$ cat src/hw/rtl/dio_pkg.sv
`timescale 1ns / 1ps
`default_nettype none

package dio_pkg;

   // Fixed field widths of the channels
   localparam int DI_MAX     = 6;   // input pins carried by a scan
   localparam int DO_MAX     = 2;   // output pins carried by a result
   localparam int KIND_W     = 2;
   localparam int CH_W       = 3;
   localparam int NOW_W      = 32;
   localparam int TIME_W     = 16;  // one filter or pulse time
   localparam int FILT_A_CH  = 4;   // inputs whose filter time sits in register A
   localparam int FILT_A_W   = FILT_A_CH * TIME_W;
   localparam int FILT_B_W   = 2 * TIME_W;
   localparam int PULSE_W    = DO_MAX * TIME_W;
   localparam int CSR_IDX_W  = 3;
   localparam int CSR_DATA_W = 64;

   // Transaction kinds on the request channel
   typedef enum logic [KIND_W-1:0] {
      KIND_SCAN   = 2'd0,
      KIND_SET    = 2'd1,
      KIND_CLEAR  = 2'd2,
      KIND_TOGGLE = 2'd3
   } kind_type;

   // Configuration register indexes
   typedef enum logic [CSR_IDX_W-1:0] {
      CSR_DI_FILTER_A = 3'd0,
      CSR_DI_FILTER_B = 3'd1,
      CSR_DO_PULSE    = 3'd2,
      CSR_DO_MODES    = 3'd3,
      CSR_DI_INVERSE  = 3'd4,
      CSR_DO_INVERSE  = 3'd5
   } csr_index_type;

   // Scan strobe and sample handed to the input filter
   typedef struct packed {
      logic              enable;
      logic [DI_MAX-1:0] pins;
      logic [NOW_W-1:0]  now_ms;
   } dio_scan_type;

endpackage

`default_nettype wire

$ cat src/hw/rtl/dio_req_if.sv
`timescale 1ns / 1ps
`default_nettype none

interface dio_req_if;
   import dio_pkg::*;

   logic              valid;
   logic              ready;
   logic [KIND_W-1:0] kind;
   logic [DI_MAX-1:0] di_pins;
   logic [NOW_W-1:0]  now_ms;
   logic [CH_W-1:0]   channel;

   modport source (output valid, kind, di_pins, now_ms, channel, input ready);
   modport sink   (input valid, kind, di_pins, now_ms, channel, output ready);
endinterface

`default_nettype wire

$ cat src/hw/rtl/dio_rsp_if.sv
`timescale 1ns / 1ps
`default_nettype none

interface dio_rsp_if;
   import dio_pkg::*;

   logic              valid;
   logic              ready;
   logic [DI_MAX-1:0] di_status;
   logic              selected_di;
   logic [DO_MAX-1:0] do_pins;
   logic [DO_MAX-1:0] do_request;

   modport source (output valid, di_status, selected_di, do_pins, do_request, input ready);
   modport sink   (input valid, di_status, selected_di, do_pins, do_request, output ready);
endinterface

`default_nettype wire

$ cat src/hw/rtl/dio_csr_if.sv
`timescale 1ns / 1ps
`default_nettype none

interface dio_csr_if;
   import dio_pkg::*;

   logic                  valid;
   logic                  ready;
   logic [CSR_IDX_W-1:0]  index;
   logic [CSR_DATA_W-1:0] data;

   modport source (output valid, index, data, input ready);
   modport sink   (input valid, index, data, output ready);
endinterface

`default_nettype wire

$ cat src/hw/rtl/dio_din.sv
`timescale 1ns / 1ps
`default_nettype none

// Input debounce: one filter timer per input channel, all updated in parallel.
module dio_din #(
   parameter int INPUT_CHANNELS = 6
) (
   input  wire logic                          clock,
   input  wire logic                          reset,
   input  wire dio_pkg::dio_scan_type         scan,
   input  wire logic [dio_pkg::FILT_A_W-1:0]  filter_times_a,
   input  wire logic [dio_pkg::FILT_B_W-1:0]  filter_times_b,
   output logic      [INPUT_CHANNELS-1:0]     accepted_next
);
   import dio_pkg::*;

   logic [INPUT_CHANNELS-1:0] accepted_ff, accepted_in;
   logic [INPUT_CHANNELS-1:0] running_ff, running_in;

   for (genvar i = 0; i < INPUT_CHANNELS; i++) begin : g_ch
      logic [TIME_W-1:0] ftime;
      logic [NOW_W-1:0]  start_ff;
      logic [NOW_W-1:0]  age;
      logic              acc_n, run_n, load;

      if (i < FILT_A_CH) begin : g_a
         assign ftime = filter_times_a[TIME_W*i +: TIME_W];
      end else begin : g_b
         assign ftime = filter_times_b[TIME_W*(i-FILT_A_CH) +: TIME_W];
      end

      // time since the pin first differed, wraps with the timestamp
      assign age = scan.now_ms - start_ff;

      always_comb begin
         acc_n = accepted_ff[i];
         run_n = running_ff[i];
         load  = 1'b0;
         if (scan.enable) begin
            if (scan.pins[i] != accepted_ff[i]) begin
               if (ftime == '0) begin
                  acc_n = ~accepted_ff[i];
               end else if (!running_ff[i]) begin
                  run_n = 1'b1;
                  load  = 1'b1;
               end else if (age >= NOW_W'(ftime)) begin
                  acc_n = ~accepted_ff[i];
                  run_n = 1'b0;
               end
            end else begin
               run_n = 1'b0;
            end
         end
      end

      assign accepted_in[i] = acc_n;
      assign running_in[i]  = run_n;

      // start stamp is only read while the timer runs
      always_ff @(posedge clock) begin
         if (load) begin
            start_ff <= scan.now_ms;
         end
      end
   end

   always_ff @(posedge clock) begin
      if (reset) begin
         accepted_ff <= '0;
         running_ff  <= '0;
      end else begin
         accepted_ff <= accepted_in;
         running_ff  <= running_in;
      end
   end

   assign accepted_next = accepted_in;

endmodule

`default_nettype wire

$ cat src/hw/rtl/digital_io_filter_and_pulse.sv
`timescale 1ns / 1ps
`default_nettype none

// Channel   Dir  Payload                                      Accepted when
// req_chan  in   kind, di_pins, now_ms, channel               valid && ready
// rsp_chan  out  di_status, selected_di, do_pins, do_request  valid && ready
// csr_chan  in   index, data                                  valid && ready (ready tied high)
//
// Every request transaction yields one response. One transaction per cycle is
// sustained while the response is not stalled: the input register and the result
// register each hold one item, and all channels update in parallel in between.
// A stalled response holds the result register; the input register still takes
// one more transaction, and req_chan.ready drops only while both are full.
// Synchronous active-high reset clears all state and configuration.
module digital_io_filter_and_pulse #(
   parameter int INPUT_CHANNELS  = 6,
   parameter int OUTPUT_CHANNELS = 2
) (
   input wire logic clock,
   input wire logic reset,
   dio_req_if.sink   req_chan,
   dio_rsp_if.source rsp_chan,
   dio_csr_if.sink   csr_chan
);
   import dio_pkg::*;

   // Configuration registers
   logic [FILT_A_W-1:0] di_filter_a_ff;
   logic [FILT_B_W-1:0] di_filter_b_ff;
   logic [PULSE_W-1:0]  do_pulse_ff;
   logic [DO_MAX-1:0]   do_modes_ff;
   logic [DI_MAX-1:0]   di_inverse_ff;
   logic [DO_MAX-1:0]   do_inverse_ff;

   assign csr_chan.ready = 1'b1;

   always_ff @(posedge clock) begin
      if (reset) begin
         di_filter_a_ff <= '0;
         di_filter_b_ff <= '0;
         do_pulse_ff    <= '0;
         do_modes_ff    <= '0;
         di_inverse_ff  <= '0;
         do_inverse_ff  <= '0;
      end else if (csr_chan.valid) begin
         case (csr_index_type'(csr_chan.index))
            CSR_DI_FILTER_A: di_filter_a_ff <= csr_chan.data[FILT_A_W-1:0];
            CSR_DI_FILTER_B: di_filter_b_ff <= csr_chan.data[FILT_B_W-1:0];
            CSR_DO_PULSE:    do_pulse_ff    <= csr_chan.data[PULSE_W-1:0];
            CSR_DO_MODES:    do_modes_ff    <= csr_chan.data[DO_MAX-1:0];
            CSR_DI_INVERSE:  di_inverse_ff  <= csr_chan.data[DI_MAX-1:0];
            CSR_DO_INVERSE:  do_inverse_ff  <= csr_chan.data[DO_MAX-1:0];
            default: ;
         endcase
      end
   end

   // Handshake between the input register and the result register
   logic rsp_valid_ff, rsp_valid_in;
   logic stage_valid_ff, stage_valid_in;
   logic rsp_free, stage_fire, req_accept;

   assign rsp_free       = !rsp_valid_ff || rsp_chan.ready;
   assign stage_fire     = stage_valid_ff && rsp_free;
   assign req_chan.ready = !stage_valid_ff || rsp_free;
   assign req_accept     = req_chan.valid && req_chan.ready;

   always_comb begin
      stage_valid_in = stage_valid_ff;
      if (req_accept) begin
         stage_valid_in = 1'b1;
      end else if (stage_fire) begin
         stage_valid_in = 1'b0;
      end
      rsp_valid_in = rsp_valid_ff;
      if (stage_fire) begin
         rsp_valid_in = 1'b1;
      end else if (rsp_chan.ready) begin
         rsp_valid_in = 1'b0;
      end
   end

   always_ff @(posedge clock) begin
      if (reset) begin
         stage_valid_ff <= 1'b0;
         rsp_valid_ff   <= 1'b0;
      end else begin
         stage_valid_ff <= stage_valid_in;
         rsp_valid_ff   <= rsp_valid_in;
      end
   end

   // Input register
   kind_type          stage_kind_ff;
   logic [DI_MAX-1:0] stage_pins_ff;
   logic [NOW_W-1:0]  stage_now_ff;
   logic [CH_W-1:0]   stage_channel_ff;

   always_ff @(posedge clock) begin
      if (req_accept) begin
         stage_kind_ff    <= kind_type'(req_chan.kind);
         stage_pins_ff    <= req_chan.di_pins;
         stage_now_ff     <= req_chan.now_ms;
         stage_channel_ff <= req_chan.channel;
      end
   end

   logic stage_scan;
   assign stage_scan = stage_fire && (stage_kind_ff == KIND_SCAN);

   // Input filtering
   dio_scan_type              scan;
   logic [INPUT_CHANNELS-1:0] di_accepted_next;

   assign scan.enable = stage_scan;
   assign scan.pins   = stage_pins_ff;
   assign scan.now_ms = stage_now_ff;

   dio_din #(
      .INPUT_CHANNELS (INPUT_CHANNELS)
   ) u_din (
      .clock          (clock),
      .reset          (reset),
      .scan           (scan),
      .filter_times_a (di_filter_a_ff),
      .filter_times_b (di_filter_b_ff),
      .accepted_next  (di_accepted_next)
   );

   // Output request, level and pulse timers
   logic [OUTPUT_CHANNELS-1:0] do_req_ff, do_req_in;
   logic [OUTPUT_CHANNELS-1:0] do_level_ff, do_level_in;
   logic [OUTPUT_CHANNELS-1:0] do_run_ff, do_run_in;

   for (genvar i = 0; i < OUTPUT_CHANNELS; i++) begin : g_do
      logic [TIME_W-1:0] ptime;
      logic [NOW_W-1:0]  start_ff;
      logic [NOW_W-1:0]  age;
      logic              req_n, lvl_n, run_n, load;

      assign ptime = do_pulse_ff[TIME_W*i +: TIME_W];
      assign age   = stage_now_ff - start_ff;

      always_comb begin
         req_n = do_req_ff[i];
         lvl_n = do_level_ff[i];
         run_n = do_run_ff[i];
         load  = 1'b0;
         if (stage_scan) begin
            if (!do_modes_ff[i]) begin
               // normal mode: level follows the request, timer untouched
               lvl_n = do_req_ff[i];
            end else if (do_req_ff[i]) begin
               if (!do_run_ff[i]) begin
                  run_n = 1'b1;
                  load  = 1'b1;
                  lvl_n = 1'b1;
               end else if (age >= NOW_W'(ptime)) begin
                  req_n = 1'b0;
                  lvl_n = 1'b0;
                  run_n = 1'b0;
               end
            end else if (do_run_ff[i]) begin
               run_n = 1'b0;
               lvl_n = 1'b0;
            end
         end else if (stage_fire && (stage_channel_ff == CH_W'(i))) begin
            case (stage_kind_ff)
               KIND_SET:    req_n = 1'b1;
               KIND_CLEAR:  req_n = 1'b0;
               KIND_TOGGLE: req_n = ~do_req_ff[i];
               default: ;
            endcase
         end
      end

      assign do_req_in[i]   = req_n;
      assign do_level_in[i] = lvl_n;
      assign do_run_in[i]   = run_n;

      always_ff @(posedge clock) begin
         if (load) begin
            start_ff <= stage_now_ff;
         end
      end
   end

   always_ff @(posedge clock) begin
      if (reset) begin
         do_req_ff   <= '0;
         do_level_ff <= '0;
         do_run_ff   <= '0;
      end else begin
         do_req_ff   <= do_req_in;
         do_level_ff <= do_level_in;
         do_run_ff   <= do_run_in;
      end
   end

   // Result assembly from the updated state
   logic [DI_MAX-1:0]    status_full;
   logic [2**CH_W-1:0]   status_sel;
   logic [DO_MAX-1:0]    pins_full;
   logic [DO_MAX-1:0]    request_full;

   always_comb begin
      status_full  = '0;
      pins_full    = '0;
      request_full = '0;
      for (int i = 0; i < INPUT_CHANNELS; i++) begin
         status_full[i] = di_accepted_next[i] ^ di_inverse_ff[i];
      end
      for (int i = 0; i < OUTPUT_CHANNELS; i++) begin
         pins_full[i]    = do_level_in[i] ^ do_inverse_ff[i];
         request_full[i] = do_req_in[i];
      end
   end

   // channels above the input count read as zero
   assign status_sel = (2**CH_W)'(status_full);

   // Result register
   logic [DI_MAX-1:0] rsp_status_ff;
   logic              rsp_selected_ff;
   logic [DO_MAX-1:0] rsp_pins_ff;
   logic [DO_MAX-1:0] rsp_request_ff;

   always_ff @(posedge clock) begin
      if (stage_fire) begin
         rsp_status_ff   <= status_full;
         rsp_selected_ff <= status_sel[stage_channel_ff];
         rsp_pins_ff     <= pins_full;
         rsp_request_ff  <= request_full;
      end
   end

   assign rsp_chan.valid       = rsp_valid_ff;
   assign rsp_chan.di_status   = rsp_status_ff;
   assign rsp_chan.selected_di = rsp_selected_ff;
   assign rsp_chan.do_pins     = rsp_pins_ff;
   assign rsp_chan.do_request  = rsp_request_ff;

endmodule

`default_nettype wire

$ cat src/flat_wrapper.sv
// flat-port wrapper written by rule: the top's interface ports become plain ports
module digital_io_filter_and_pulse_flat import dio_pkg::*;
#(
   parameter int INPUT_CHANNELS  = 6,
   parameter int OUTPUT_CHANNELS = 2
)
  (clock, reset, req_chan_valid, req_chan_kind, req_chan_di_pins, req_chan_now_ms, req_chan_channel, req_chan_ready, rsp_chan_valid, rsp_chan_di_status, rsp_chan_selected_di, rsp_chan_do_pins, rsp_chan_do_request, rsp_chan_ready, csr_chan_valid, csr_chan_index, csr_chan_data, csr_chan_ready);
  dio_req_if req_chan_i ();
  dio_rsp_if rsp_chan_i ();
  dio_csr_if csr_chan_i ();
  input wire logic clock;
  input wire logic reset;
  input wire logic [$bits(req_chan_i.valid)-1:0] req_chan_valid;
  input wire logic [$bits(req_chan_i.kind)-1:0] req_chan_kind;
  input wire logic [$bits(req_chan_i.di_pins)-1:0] req_chan_di_pins;
  input wire logic [$bits(req_chan_i.now_ms)-1:0] req_chan_now_ms;
  input wire logic [$bits(req_chan_i.channel)-1:0] req_chan_channel;
  output wire logic [$bits(req_chan_i.ready)-1:0] req_chan_ready;
  output wire logic [$bits(rsp_chan_i.valid)-1:0] rsp_chan_valid;
  output wire logic [$bits(rsp_chan_i.di_status)-1:0] rsp_chan_di_status;
  output wire logic [$bits(rsp_chan_i.selected_di)-1:0] rsp_chan_selected_di;
  output wire logic [$bits(rsp_chan_i.do_pins)-1:0] rsp_chan_do_pins;
  output wire logic [$bits(rsp_chan_i.do_request)-1:0] rsp_chan_do_request;
  input wire logic [$bits(rsp_chan_i.ready)-1:0] rsp_chan_ready;
  input wire logic [$bits(csr_chan_i.valid)-1:0] csr_chan_valid;
  input wire logic [$bits(csr_chan_i.index)-1:0] csr_chan_index;
  input wire logic [$bits(csr_chan_i.data)-1:0] csr_chan_data;
  output wire logic [$bits(csr_chan_i.ready)-1:0] csr_chan_ready;
  assign req_chan_i.valid = req_chan_valid;
  assign req_chan_i.kind = req_chan_kind;
  assign req_chan_i.di_pins = req_chan_di_pins;
  assign req_chan_i.now_ms = req_chan_now_ms;
  assign req_chan_i.channel = req_chan_channel;
  assign req_chan_ready = req_chan_i.ready;
  assign rsp_chan_valid = rsp_chan_i.valid;
  assign rsp_chan_di_status = rsp_chan_i.di_status;
  assign rsp_chan_selected_di = rsp_chan_i.selected_di;
  assign rsp_chan_do_pins = rsp_chan_i.do_pins;
  assign rsp_chan_do_request = rsp_chan_i.do_request;
  assign rsp_chan_i.ready = rsp_chan_ready;
  assign csr_chan_i.valid = csr_chan_valid;
  assign csr_chan_i.index = csr_chan_index;
  assign csr_chan_i.data = csr_chan_data;
  assign csr_chan_ready = csr_chan_i.ready;
  digital_io_filter_and_pulse #(.INPUT_CHANNELS(INPUT_CHANNELS), .OUTPUT_CHANNELS(OUTPUT_CHANNELS)) u_core (.clock(clock), .reset(reset), .req_chan(req_chan_i), .rsp_chan(rsp_chan_i), .csr_chan(csr_chan_i));
endmodule
$ cat config.mk
export PLATFORM = sky130hd
export DESIGN_NAME = digital_io_filter_and_pulse_flat
export DESIGN_NICKNAME = d
export VERILOG_FILES = /design/src/hw/rtl/dio_pkg.sv /design/src/hw/rtl/dio_req_if.sv /design/src/hw/rtl/dio_rsp_if.sv /design/src/hw/rtl/dio_csr_if.sv /design/src/hw/rtl/dio_din.sv /design/src/hw/rtl/digital_io_filter_and_pulse.sv /design/src/flat_wrapper.sv
export SDC_FILE = /design/constraint.sdc
export NUM_CORES = 1
export LEC_CHECK = 0
export BUFFER_PORTS_ARGS = -buffer_cell sky130_fd_sc_hd__buf_2
export CAP_MARGIN = 20
export CORE_ASPECT_RATIO = 0.9
export CORE_MARGIN = 5
export CORE_UTILIZATION = 50
export DETAILED_ROUTE_END_ITERATION = 10
export PLACE_DENSITY_LB_ADDON = 0.25
export SYNTH_ARGS = -nofsm -noshare
export SYNTH_HDL_FRONTEND = slang
export SYNTH_HIERARCHICAL = 1
export SYNTH_SLANG_ARGS = --single-unit
export TNS_END_PERCENT = 1
$ cat constraint.sdc
create_clock -name clock -period 7.4 [get_ports clock]
set_input_delay 1.48 -clock clock [delete_from_list [all_inputs] [get_ports clock]]
set_output_delay 1.48 -clock clock [all_outputs]
set_load 0.05 [all_outputs]
== Word level (Yosys, flattened, before mapping) ==
Index checks and enable logic that the tools add are counted.

* Add/sub/neg operators: 8
* Magnitude comparators: 9
* Equality and inequality tests: 21
* Muxes and demuxes: 118
* Bitwise gates (word level): 16
* Reduce and logical (&&, ||, !) cells: 34

{| class="wikitable"
|+ Operator list
! operator !! count
|-
| $ge 32x16->1 || 8
|-
| $sub 32x32->32 || 8
|-
| $mux 1 || 115
|-
| $logic_not 16->1 || 6
|-
| $reduce_and 2->1 || 14
|-
| $ne 2x2->1 const B || 6
|-
| $not 1->1 || 8
|-
| $xor 1x1->1 || 8
|-
| $eq 3x1->1 const B || 2
|-
| $eq 3x2->1 const B || 2
|-
| $eq 3x3->1 const B || 2
|-
| $logic_not 3->1 || 2
|-
| $ne 1x1->1 || 6
|-
| $pmux 1 s3 || 2
|-
| $logic_and 1x1->1 || 5
|-
| $eq 2x2->1 const B || 2
|-
| $lt 3x4->1 const B || 1
|-
| $reduce_bool 2->1 || 2
|-
| $bmux 1 s3 || 1
|-
| $eq 2x1->1 const B || 1
|-
| $logic_not 1->1 || 2
|-
| $logic_not 2->1 || 1
|-
| $logic_or 1x1->1 || 2
|}

* Bits in registers: 468
* Output and inout port bits: 14
* Word-level logic and storage cells: 241

== Longest topological paths before layout ==
Gate-level depths: netlist of run 1.

* Depth in word-level cells: 10
* Depth in mapped cells: 29

== By module ==
The synthesis of run 1 kept the hierarchy.

{| class="wikitable"
|+ By module, submodules not included
! module !! times used !! cells an instance !! area each (µm²)
|-
| dio_din || 1 || 2,357 || 20,288.2
|-
| digital_io_filter_and_pulse || 1 || 1,556 || 13,810.7
|}

== Least setup slack after synthesis of run 1 ==
No wires, ideal clock.

* Kind: reg2reg
* Start: register u_core.stage_now_ff[1]
* End: register u_core.rsp_selected_ff (netlist: u_core/rsp_chan.selected_di) (data pin)
* Data arrival time: 5.866 ns
* Data required time: 7.140 ns
* Path slack: 1.274 ns
* Cell stages (with the launch flop): 29
* Buffers on the path: 1
* Clock period less this slack: 6.126 ns
* Path through: edfxtp_1 ha_1 nor2b_1 o31a_1 o211ai_1 a21oi_1 o21ai_0 nand2b_1 a21oi_1 o21bai_1 a21oi_1 xnor2_1 ha_1 nand2_1 o21ai_0 a211oi_1 o221ai_1 a41o_1 a2111o_1 a2111oi_0 nand4_1 or4_1 o21ai_1 mux2_1 buf_4 xor2_1 mux4_2 nor2_1 a21oi_1

* Cells in the longest elaborated chain, start to end: 10
* Elaborated cells between the ends (all ways): 50

{| class="wikitable"
|+ RTL lines
! what !! line !! text
|-
| from (decl) || digital_io_filter_and_pulse.sv:96 || <nowiki>logic [NOW_W-1:0] stage_now_ff;</nowiki>
|-
| from (signal assigned) || digital_io_filter_and_pulse.sv:103 || <nowiki>stage_now_ff <= req_chan.now_ms;</nowiki>
|-
| $sub 32x32->32 || dio_din.sv:33 || <nowiki>assign age = scan.now_ms - start_ff;</nowiki>
|-
| $ge 32x16->1 || dio_din.sv:46 || <nowiki>end else if (age >= NOW_W'(ftime)) begin</nowiki>
|-
| $mux 1 || dio_din.sv:46 ||
|-
| $mux 1 || dio_din.sv:43 || <nowiki>end else if (!running_ff[i]) begin</nowiki>
|-
| $mux 1 || dio_din.sv:41 || <nowiki>if (ftime == '0) begin</nowiki>
|-
| $mux 1 || dio_din.sv:40 || <nowiki>if (scan.pins[i] != accepted_ff[i]) begin</nowiki>
|-
| $mux 1 || dio_din.sv:39 || <nowiki>if (scan.enable) begin</nowiki>
|-
| via u_core.u_din.g_ch[4].acc_n || dio_din.sv:24 || <nowiki>logic acc_n, run_n, load;</nowiki>
|-
| $xor 1x1->1 || digital_io_filter_and_pulse.sv:211 || <nowiki>status_full[i] = di_accepted_next[i] ^ di_inverse_ff[i];</nowiki>
|-
| via u_core.status_full[4] || digital_io_filter_and_pulse.sv:201 || <nowiki>logic [DI_MAX-1:0] status_full;</nowiki>
|-
| $bmux 1 s3 || digital_io_filter_and_pulse.sv:231 || <nowiki>rsp_selected_ff <= status_sel[stage_channel_ff];</nowiki>
|-
| $mux 1 (implied by the code) || digital_io_filter_and_pulse.sv:231 ||
|-
| to (signal assigned) || digital_io_filter_and_pulse.sv:231 ||
|-
| to (decl) || digital_io_filter_and_pulse.sv:224 || <nowiki>logic rsp_selected_ff;</nowiki>
|}

The timed path passes the listed nets, and every way through them passes these cells. The select of a mux whose other input is x is not followed.
A chain may end at the register's enable or synchronous reset.

== Worst setup path after layout of run 1 ==
* Start: register u_core.stage_now_ff[0]
* End: register u_core.rsp_selected_ff (netlist: u_core/rsp_chan.selected_di) (data pin)

* Cells in the longest elaborated chain, start to end: 10
* Elaborated cells between the ends (all ways): 50

{| class="wikitable"
|+ RTL lines
! what !! line !! text
|-
| $sub 32x32->32 || dio_din.sv:33 ||
|-
| $ge 32x16->1 || dio_din.sv:46 ||
|-
| $mux 1 || dio_din.sv:46 ||
|-
| $mux 1 || dio_din.sv:43 ||
|-
| $mux 1 || dio_din.sv:41 ||
|-
| $mux 1 || dio_din.sv:40 ||
|-
| $mux 1 || dio_din.sv:39 ||
|-
| via u_core.di_accepted_next[4] || digital_io_filter_and_pulse.sv:113 || <nowiki>logic [INPUT_CHANNELS-1:0] di_accepted_next;</nowiki>
|-
| $xor 1x1->1 || digital_io_filter_and_pulse.sv:211 ||
|-
| via u_core.status_full[4] || digital_io_filter_and_pulse.sv:201 ||
|-
| $bmux 1 s3 || digital_io_filter_and_pulse.sv:231 ||
|-
| $mux 1 (implied by the code) || digital_io_filter_and_pulse.sv:231 ||
|}

The timed path passes the listed nets, and every way through them passes these cells. The select of a mux whose other input is x is not followed.

==> results of run 1 <==
-- stage by stage --
step	utilization (%)	instance area [um^2]	setup slack, ps	power (uW)
after CTS	56.0	37700	847	7030
after global routing	56.0	37700	380	7300
after floorplan	-	34100	1270	3790
after detailed placement	53.3	35900	876	4190
final	56.1	37700	849	7000
after global placement	53.2	35800	903	4180
-- path summary, 6_finish.rpt --
path	startpoint	end	slack (ps)
worst max-delay path	u_core/stage_now_ff[0]$_DFFE_PP_	u_core/rsp_chan.selected_di$_DFFE_PP_	850
worst min-delay path	u_core/do_pulse_ff[21]$_SDFFE_PP0P_	u_core/do_pulse_ff[21]$_SDFFE_PP0P_	460
worst max register to register	u_core/stage_now_ff[0]$_DFFE_PP_	u_core/rsp_chan.selected_di$_DFFE_PP_	850
worst min register to register	u_core/do_pulse_ff[21]$_SDFFE_PP0P_	u_core/do_pulse_ff[21]$_SDFFE_PP0P_	460
-- kinds of logic (layout without fill, tap and decap cells) --
| kind of cell | count (synthesis) | count (layout) | synth area share [%] |
|---|---|---|---|
| other cells | 1 | 5 | 0.0110 |
| xor+xnor | 190 | 190 | 4.88 |
| simple gates | 1158 | 1158 | 16.0 |
| flops | 468 | 468 | 36.6 |
| buf+inv | 570 | 731 | 6.40 |
| mux | 43 | 43 | 1.36 |
| compound gates | 1099 | 1099 | 20.5 |
| fa+ha+maj | 384 | 384 | 14.3 |
-- cell type report --
| type | count | area, um^2 |
|---|---|---|
| multi-input combinational | 2875 | 19500 |
| tap | 874 | 1090 |
| clock inverter | 31 | 324 |
| sequential | 468 | 12500 |
| inverter | 438 | 1640 |
| fill | 6214 | 29600 |
| timing repair buffer | 192 | 1170 |
| antenna | 4 | 10.0 |
| clock buffer | 70 | 1550 |
-- state kept, by name, summed over array words and instances, names as in the netlist, 2 cells and up --
| signal | flops |
|---|---|
| u_core/do_level_ff | 2 |
| u_core/do_pulse_ff | 32 |
| u_core/do_run_ff | 2 |
| u_core/rsp_chan.do_request | 2 |
| u_core/stage_now_ff | 32 |
| u_core/di_filter_a_ff | 64 |
| u_core/stage_kind_ff | 2 |
| u_core/g_do.start_ff | 64 |
| u_core/rsp_chan.do_pins | 2 |
| u_core/do_modes_ff | 2 |
| u_core/do_inverse_ff | 2 |
| u_core/u_din/running_ff | 6 |
| u_core/di_inverse_ff | 6 |
| u_core/stage_pins_ff | 6 |
| u_core/u_din/accepted_ff | 6 |
| u_core/u_din/g_ch.start_ff | 192 |
| u_core/rsp_chan.di_status | 6 |
| u_core/di_filter_b_ff | 32 |
| u_core/stage_channel_ff | 3 |
| u_core/do_req_ff | 2 |
-- worst max-delay path, delay by kind of cell (launching register included) --
kind	cells	cell delay (ps)
AOI/OAI and AO/OA	15	3110
xor gates and xnor gates	2	320
adders and majority gates	2	470
buffers and inverters	2	240
DFF	1	400
muxes	2	830
and+or+nand+nor	6	950
-- cells in the final DEF (no fill, tap or decap), drive strengths merged, types with 74 or more instances in the layout --
| cell | n |
|---|---|
| nand2 | 500 |
| inv | 448 |
| a21oi | 440 |
| ha | 376 |
| edfxtp | 310 |
| nor2 | 198 |
| buf | 192 |
| o21ai | 167 |
| dfxtp | 158 |
| xnor2 | 116 |
| a21o | 107 |
| nand4 | 76 |
| xor2 | 74 |
-- power breakdown --
group          leakage (uW)  internal (uW)  switching, uW
Combinational        0.0105            486            791
Sequential          0.00411           2830           53.8
Clock              0.000924           1670           1170
-- Yosys cell counts (all sizes together), types with 36 or more instances --
cell type | count | area share [%]
o211ai | 36 | 0.79
inv | 438 | 4.8
a21oi | 440 | 6.5
nor2b | 38 | 0.70
dfxtp | 158 | 9.3
nand2b | 38 | 0.70
o21ai | 167 | 2.5
a21o | 107 | 2.4
nor2 | 198 | 2.2
nand3 | 72 | 1.1
xor2 | 74 | 1.9
o21a | 52 | 1.1
ha | 376 | 14
nand4 | 76 | 1.4
a211oi | 55 | 1.2
xnor2 | 116 | 3.0
nor3 | 49 | 0.72
clkbuf | 116 | 1.3
nand2 | 500 | 5.5
nor4 | 43 | 0.79
edfxtp | 310 | 27
-- metal layers --
layer	part of all wire, %	wire [um]	global-route usage [%]	up-vias
li1	-	-	-	14300
met1	46	47900	39.7	13900
met2	43	44600	41.8	1060
met3	8.2	8620	4.47	174
met4	3.4	3610	8.87	4
met5	0.025	26	0	-
==> impl_metrics.json, run 1 <==
{
  "finalSetupTns_ps": 0,
  "max_cap_viol_count": 0,
  "setup_viol_count_final": 0,
  "synth-seq-cells": 468,
  "cp_data_required_time_ps": 7760,
  "detailedPlacementHpwl_um": 78300,
  "worstMarginPinSlew_ps": 1070,
  "cts_num_sinks": 468,
  "average_wire_per_cell_in_the_routed_design_um": 21.2,
  "die_x_um": 285,
  "cts_post_setup_buffers_inserted": 0,
  "cts_tree": "yes",
  "timing.critical_path.arrival_ps": 6910,
  "hold_path_depth": 2,
  "initial_core_util_pct": 50.6,
  "critical_path.slowest_cell": "sky130_fd_sc_hd__or4_1",
  "clock-root-buffer": "sky130_fd_sc_hd__clkbuf_16",
  "synth.yosys.seq_area_share_pct": 36.6,
  "post_synth.cell_area_avg_um2": 8.71,
  "timing.final.crit_period_ps": 6550,
  "max_freq_mhz": 153,
  "die-height_um": 258,
  "design.final.nets": 4528,
  "unrepaired_setup_endpoints_after_global_routing": "false",
  "grtUsageTotal_pct": 27.4,
  "ctsHtreeMaxLevel": 2,
  "outcome": "finished, final reports clean",
  "synth_edf_count": 310,
  "synth-async-reset-ratio_pct": 0,
  "clock-skew-final_ps": 34.7,
  "numPlacedInstances": 4847,
  "fraction_of_final_layout_cells_with_drive_strength_greater_than_1_pct": 8.52,
  "finalHoldWorstSlack_ps": 456,
  "ant_nets": 0,
  "detailedRoute.firstPassIterationCount": 6,
  "worst_ir_drop_vdd_v": 0.000242,
  "num_vias": 29500,
  "place.port_buffers": 127,
  "routabilityCongestion": 0.952,
  "cts_inserted_buffers": 54,
  "grt_pass1_vias": 27400,
  "ctsResizeCount": 0,
  "critical-path-top-cell-by-count": "sky130_fd_sc_hd__a21oi_1",
  "first_pass_grt_wire_length_um": 159000,
  "rows": 90,
  "die_area_um2": 73500,
  "crit_path_start_kind": "register",
  "drt_first_iter_violations": 2843,
  "delay_of_the_slowest_critical_path_stage_ps": 480,
  "insertion_delay_ps": 620,
  "ys.warnings.count": 6,
  "setup.worst_path.class": "reg2reg",
  "core_region_area_um2": 67300,
  "timing.max_slew.rel_slack_pct": 28.6,
  "cts_hold_buf": 0,
  "synthesis.nets": 4412,
  "classification_of_the_worst_slack_hold_path": "reg2reg",
  "syn-cell-area_um2": 34100,
  "crit_path_max_fanout": 6,
  "wl_um": 105000,
  "drcViolationCount": 0,
  "bufs_on_longest_clock_path": 3,
  "hold_violations": 0,
  "io-pin-count": 129,
  "worst-r2r-cell-count": 29,
  "clkSlewWorstSetupHoldPaths_ps": 60,
  "detail_route.vias_per_cell": 5.95,
  "flow.area_growth_from_synthesis_pct": 10.7,
  "cell_count_after_synthesis": 3913,
  "final_standard_cell_count_with_taps_included_and_fillers_excluded": 4952,
  "pin_count_of_the_biggest_net_entering_global_routing": 68,
  "maxSlewViolCount": 0,
  "netlist-cell-type-count": 99,
  "final_period_utilization_pct": 88.5,
  "power-per-cell-area_nw_per_um2": 185,
  "endpoint_class_of_the_critical_path": "register",
  "antenna_found_initial": 15,
  "grt-ovfl-total": 0,
  "leakagePower_uw": 0.0155,
  "ys_dominant_reg_cell": "sky130_fd_sc_hd__edfxtp_1"
}
Power figures use the tool's default switching activity.
==> inputs of run 2 (changes only) <==
--- a/config.mk
+++ b/config.mk
@@ -10,6 +10,7 @@
 export CORE_ASPECT_RATIO = 0.9
 export CORE_MARGIN = 5
 export CORE_UTILIZATION = 50
+export CTS_BUF_LIST = sky130_fd_sc_hd__clkbuf_4
 export DETAILED_ROUTE_END_ITERATION = 10
 export PLACE_DENSITY_LB_ADDON = 0.25
 export SYNTH_ARGS = -nofsm -noshare
==> run 2 against run 1 <==
  * Worst setup slack got worse by 39 ps
  * Hold slack got worse by 2.0 ps
  * Final area decreased by 0.18%
  * Sequential power about the same
  * Via count increased by 1.5%
  * Highest routed layer unchanged
  * Cell count increased by 2.9%
  * Largest cell class unchanged
  * Clock-buffer cell count increased by 136
  * Sequential cell count unchanged
  * Global-route usage increased by 0.30 points
  * Critical endpoint unchanged
  * Clock skew increased by 18 ps
  * Critical path depth decreased by 2
  * Fmax decreased by 0.59%
==> impl_metrics.json, run 2 (same netlist as run 1, synthesis figures left out) <==
{
  "final_util_pct": 56.0,
  "grt_pass1_vias": 28000,
  "cts_hold_buf": 0,
  "pre_cts_slack_ps": 876,
  "p_sw_uw": 2030,
  "io-pin-count": 129,
  "max_freq_mhz": 152,
  "fin_total_pwr_uw": 6730,
  "wl_um": 105000,
  "clock-root-buffer": "sky130_fd_sc_hd__clkbuf_4",
  "num-fill-cells": 6296,
  "timing.critical_path.arrival_ps": 7310,
  "fraction_of_final_layout_cells_with_drive_strength_greater_than_1_pct": 11.4,
  "fin_ws_ps": 810,
  "leakagePower_uw": 0.0156,
  "grt-ovfl-total": 0,
  "setup_viol_count_final": 0,
  "crit_path_start_kind": "register",
  "max_cap_viol_count": 0,
  "ctsResizeCount": 0,
  "pin_count_of_the_biggest_net_entering_global_routing": 68,
  "timing.max_slew.rel_slack_pct": 30.1,
  "setup.worst_path.class": "reg2reg",
  "die-height_um": 258,
  "bufs_on_longest_clock_path": 3,
  "flow.area_growth_from_synthesis_pct": 10.5,
  "ant_nets": 0,
  "final_common_cell": "sky130_fd_sc_hd__nand2_1",
  "largest_register_by_flop_count": "u_core/u_din/g_ch.start_ff",
  "power.switching_fraction_pct": 30.2,
  "drcViolationCount": 0,
  "clock-skew-final_ps": 52.4,
  "seqPwrFrac_pct": 42.9,
  "unrepaired_setup_endpoints_after_global_routing": "false",
  "critical_path.slowest_cell": "sky130_fd_sc_hd__nor4_1",
  "power-per-cell-area_nw_per_um2": 179,
  "antenna_found_initial": 16,
  "hold_violations": 0,
  "rows": 90,
  "finalHoldWorstSlack_ps": 454,
  "endpoint_class_of_the_critical_path": "register",
  "finalSetupTns_ps": 0,
  "cts_inserted_buffers": 134,
  "cts_tree": "yes",
  "routabilityCongestion": 0.952,
  "detail_route.vias_per_cell": 5.87,
  "cpLargestDelayFamily": "compound AO/OA/AOI/OAI gates",
  "average_wire_per_cell_in_the_routed_design_um": 20.6,
  "detailedPlacementHpwl_um": 78300,
  "worst_ir_drop_vdd_v": 0.000169,
  "ctsHtreeMaxLevel": 4,
  "detailedRoute.firstPassIterationCount": 6,
  "classification_of_the_worst_slack_hold_path": "reg2reg",
  "grtUsageTotal_pct": 27.7,
  "delay_of_the_slowest_critical_path_stage_ps": 540,
  "final_period_utilization_pct": 89.1,
  "timing.final.crit_period_ps": 6590,
  "p_clk_share_pct": 38.1,
  "maxSlewViolCount": 0,
  "crit_path_max_fanout": 17,
  "cts_num_sinks": 468,
  "first_pass_grt_wire_length_um": 159000,
  "die_area_um2": 73500,
  "initial_core_util_pct": 50.6,
  "largest_register_ffs": 192,
  "worstMarginPinSlew_ps": 1050,
  "drt_first_iter_violations": 2793,
  "clkSlewWorstSetupHoldPaths_ps": 70,
  "outcome": "finished, final reports clean",
  "die_x_um": 285,
  "cts_post_setup_buffers_inserted": 0,
  "num_vias": 29900,
  "power_report.internal_total_uw": 4700,
  "final_cell_mix": "sky130_fd_sc_hd__nand2_1, sky130_fd_sc_hd__inv_1, sky130_fd_sc_hd__a21oi_1",
  "cp_data_required_time_ps": 8120,
  "combinationalPowerShare_pct": 19.0,
  "largest_registers": "u_core/u_din/g_ch.start_ff (192), u_core/di_filter_a_ff (64), u_core/g_do.start_ff (64)",
  "place.port_buffers": 127,
  "design.final.nets": 4608,
  "insertion_delay_ps": 980,
  "core_region_area_um2": 67300,
  "bufs_and_invs_on_worst_path": 3
}
## run 2: cell count changes in the layout (fill, tap and decap cells not counted), moves of 4 or more
cell and change:
sky130_fd_sc_hd__inv_4 -4, sky130_fd_sc_hd__clkbuf_4 +205, sky130_fd_sc_hd__clkbuf_1 -7, sky130_fd_sc_hd__inv_2 +4, sky130_fd_sc_hd__clkbuf_16 -59, sky130_fd_sc_hd__inv_6 -5
sky130_fd_sc_hd__clkinv_1 +20
## run 2: final timing paths
check,startpoint,to,slack [ps],cells past startpoint
max reg2reg,u_core/stage_now_ff[1]$_DFFE_PP_,u_core/rsp_chan.selected_di$_DFFE_PP_,810,27
min reg2reg,u_core/do_pulse_ff[21]$_SDFFE_PP0P_,u_core/do_pulse_ff[21]$_SDFFE_PP0P_,450,2
min,u_core/do_pulse_ff[21]$_SDFFE_PP0P_,u_core/do_pulse_ff[21]$_SDFFE_PP0P_,450,2
max,u_core/stage_now_ff[1]$_DFFE_PP_,u_core/rsp_chan.selected_di$_DFFE_PP_,810,27
## run 2: stage by stage
| stage | cell area (um^2) | cells |
|---|---|---|
| after floorplan | 34100 | 3913 |
| after global placement | 35800 | 4845 |
| after detailed placement | 35900 | 4847 |
| after CTS | 37700 | 5093 |
| after global routing | 37700 | 5095 |
| final | 37700 | 5098 |
## run 2: power by group through the flow
| stage | sequential [uW] | combinational (uW) | clock [uW] |
|---|---|---|---|
| after floorplan | 2940 | 848 | 0 |
| after global placement | 2940 | 1230 | 0 |
| after CTS | 2880 | 1260 | 2640 |
| after global routing | 2890 | 1410 | 2790 |
| final | 2890 | 1280 | 2570 |
| after detailed placement | 2940 | 1250 | 0 |
## run 2: worst register-to-register path, stage by stage (launching register included)
cell	delay, ps
sky130_fd_sc_hd__edfxtp_1	360
sky130_fd_sc_hd__buf_4	260
sky130_fd_sc_hd__inv_1	110
sky130_fd_sc_hd__buf_4	210
sky130_fd_sc_hd__fa_1	460
sky130_fd_sc_hd__nand2b_1	180
sky130_fd_sc_hd__a21oi_1	160
sky130_fd_sc_hd__o21ai_0	170
sky130_fd_sc_hd__nand2b_1	160
sky130_fd_sc_hd__nand2_1	60
sky130_fd_sc_hd__o21ai_0	200
sky130_fd_sc_hd__xor2_1	180
sky130_fd_sc_hd__ha_1	270
sky130_fd_sc_hd__a21oi_1	150
sky130_fd_sc_hd__nand2_1	70
sky130_fd_sc_hd__a221oi_1	510
sky130_fd_sc_hd__o211ai_1	180
sky130_fd_sc_hd__nor2_1	140
sky130_fd_sc_hd__o21ai_0	90
sky130_fd_sc_hd__nor4b_1	380
sky130_fd_sc_hd__o211ai_1	150
sky130_fd_sc_hd__nor4_1	540
sky130_fd_sc_hd__a31oi_1	170
sky130_fd_sc_hd__mux2_2	350
sky130_fd_sc_hd__xor2_1	170
sky130_fd_sc_hd__mux4_2	480
sky130_fd_sc_hd__nor2_1	100
sky130_fd_sc_hd__a21oi_1	50
## run 2: area by class of cell
class                      count  area (um^2)  share of cell area (%)
antenna                        5         12.5                  0.0332
clock buffer                 206         1550                    4.10
clock inverter                40          258                   0.684
inverter                     438         1640                    4.36
multi-input combinational   2875        19500                    51.7
sequential                   468        12500                    33.1
tap                          874         1090                    2.90
timing repair buffer         192         1170                    3.09
## run 2: metal layers
layer	track usage, %	part of all wire (%)	vias to the layer above
li1	-	-	14600
met1	39.2	46	14000
met2	41.1	42	1098
met3	6.13	8.6	217
met4	11.3	3.7	4
met5	0	0.020	-
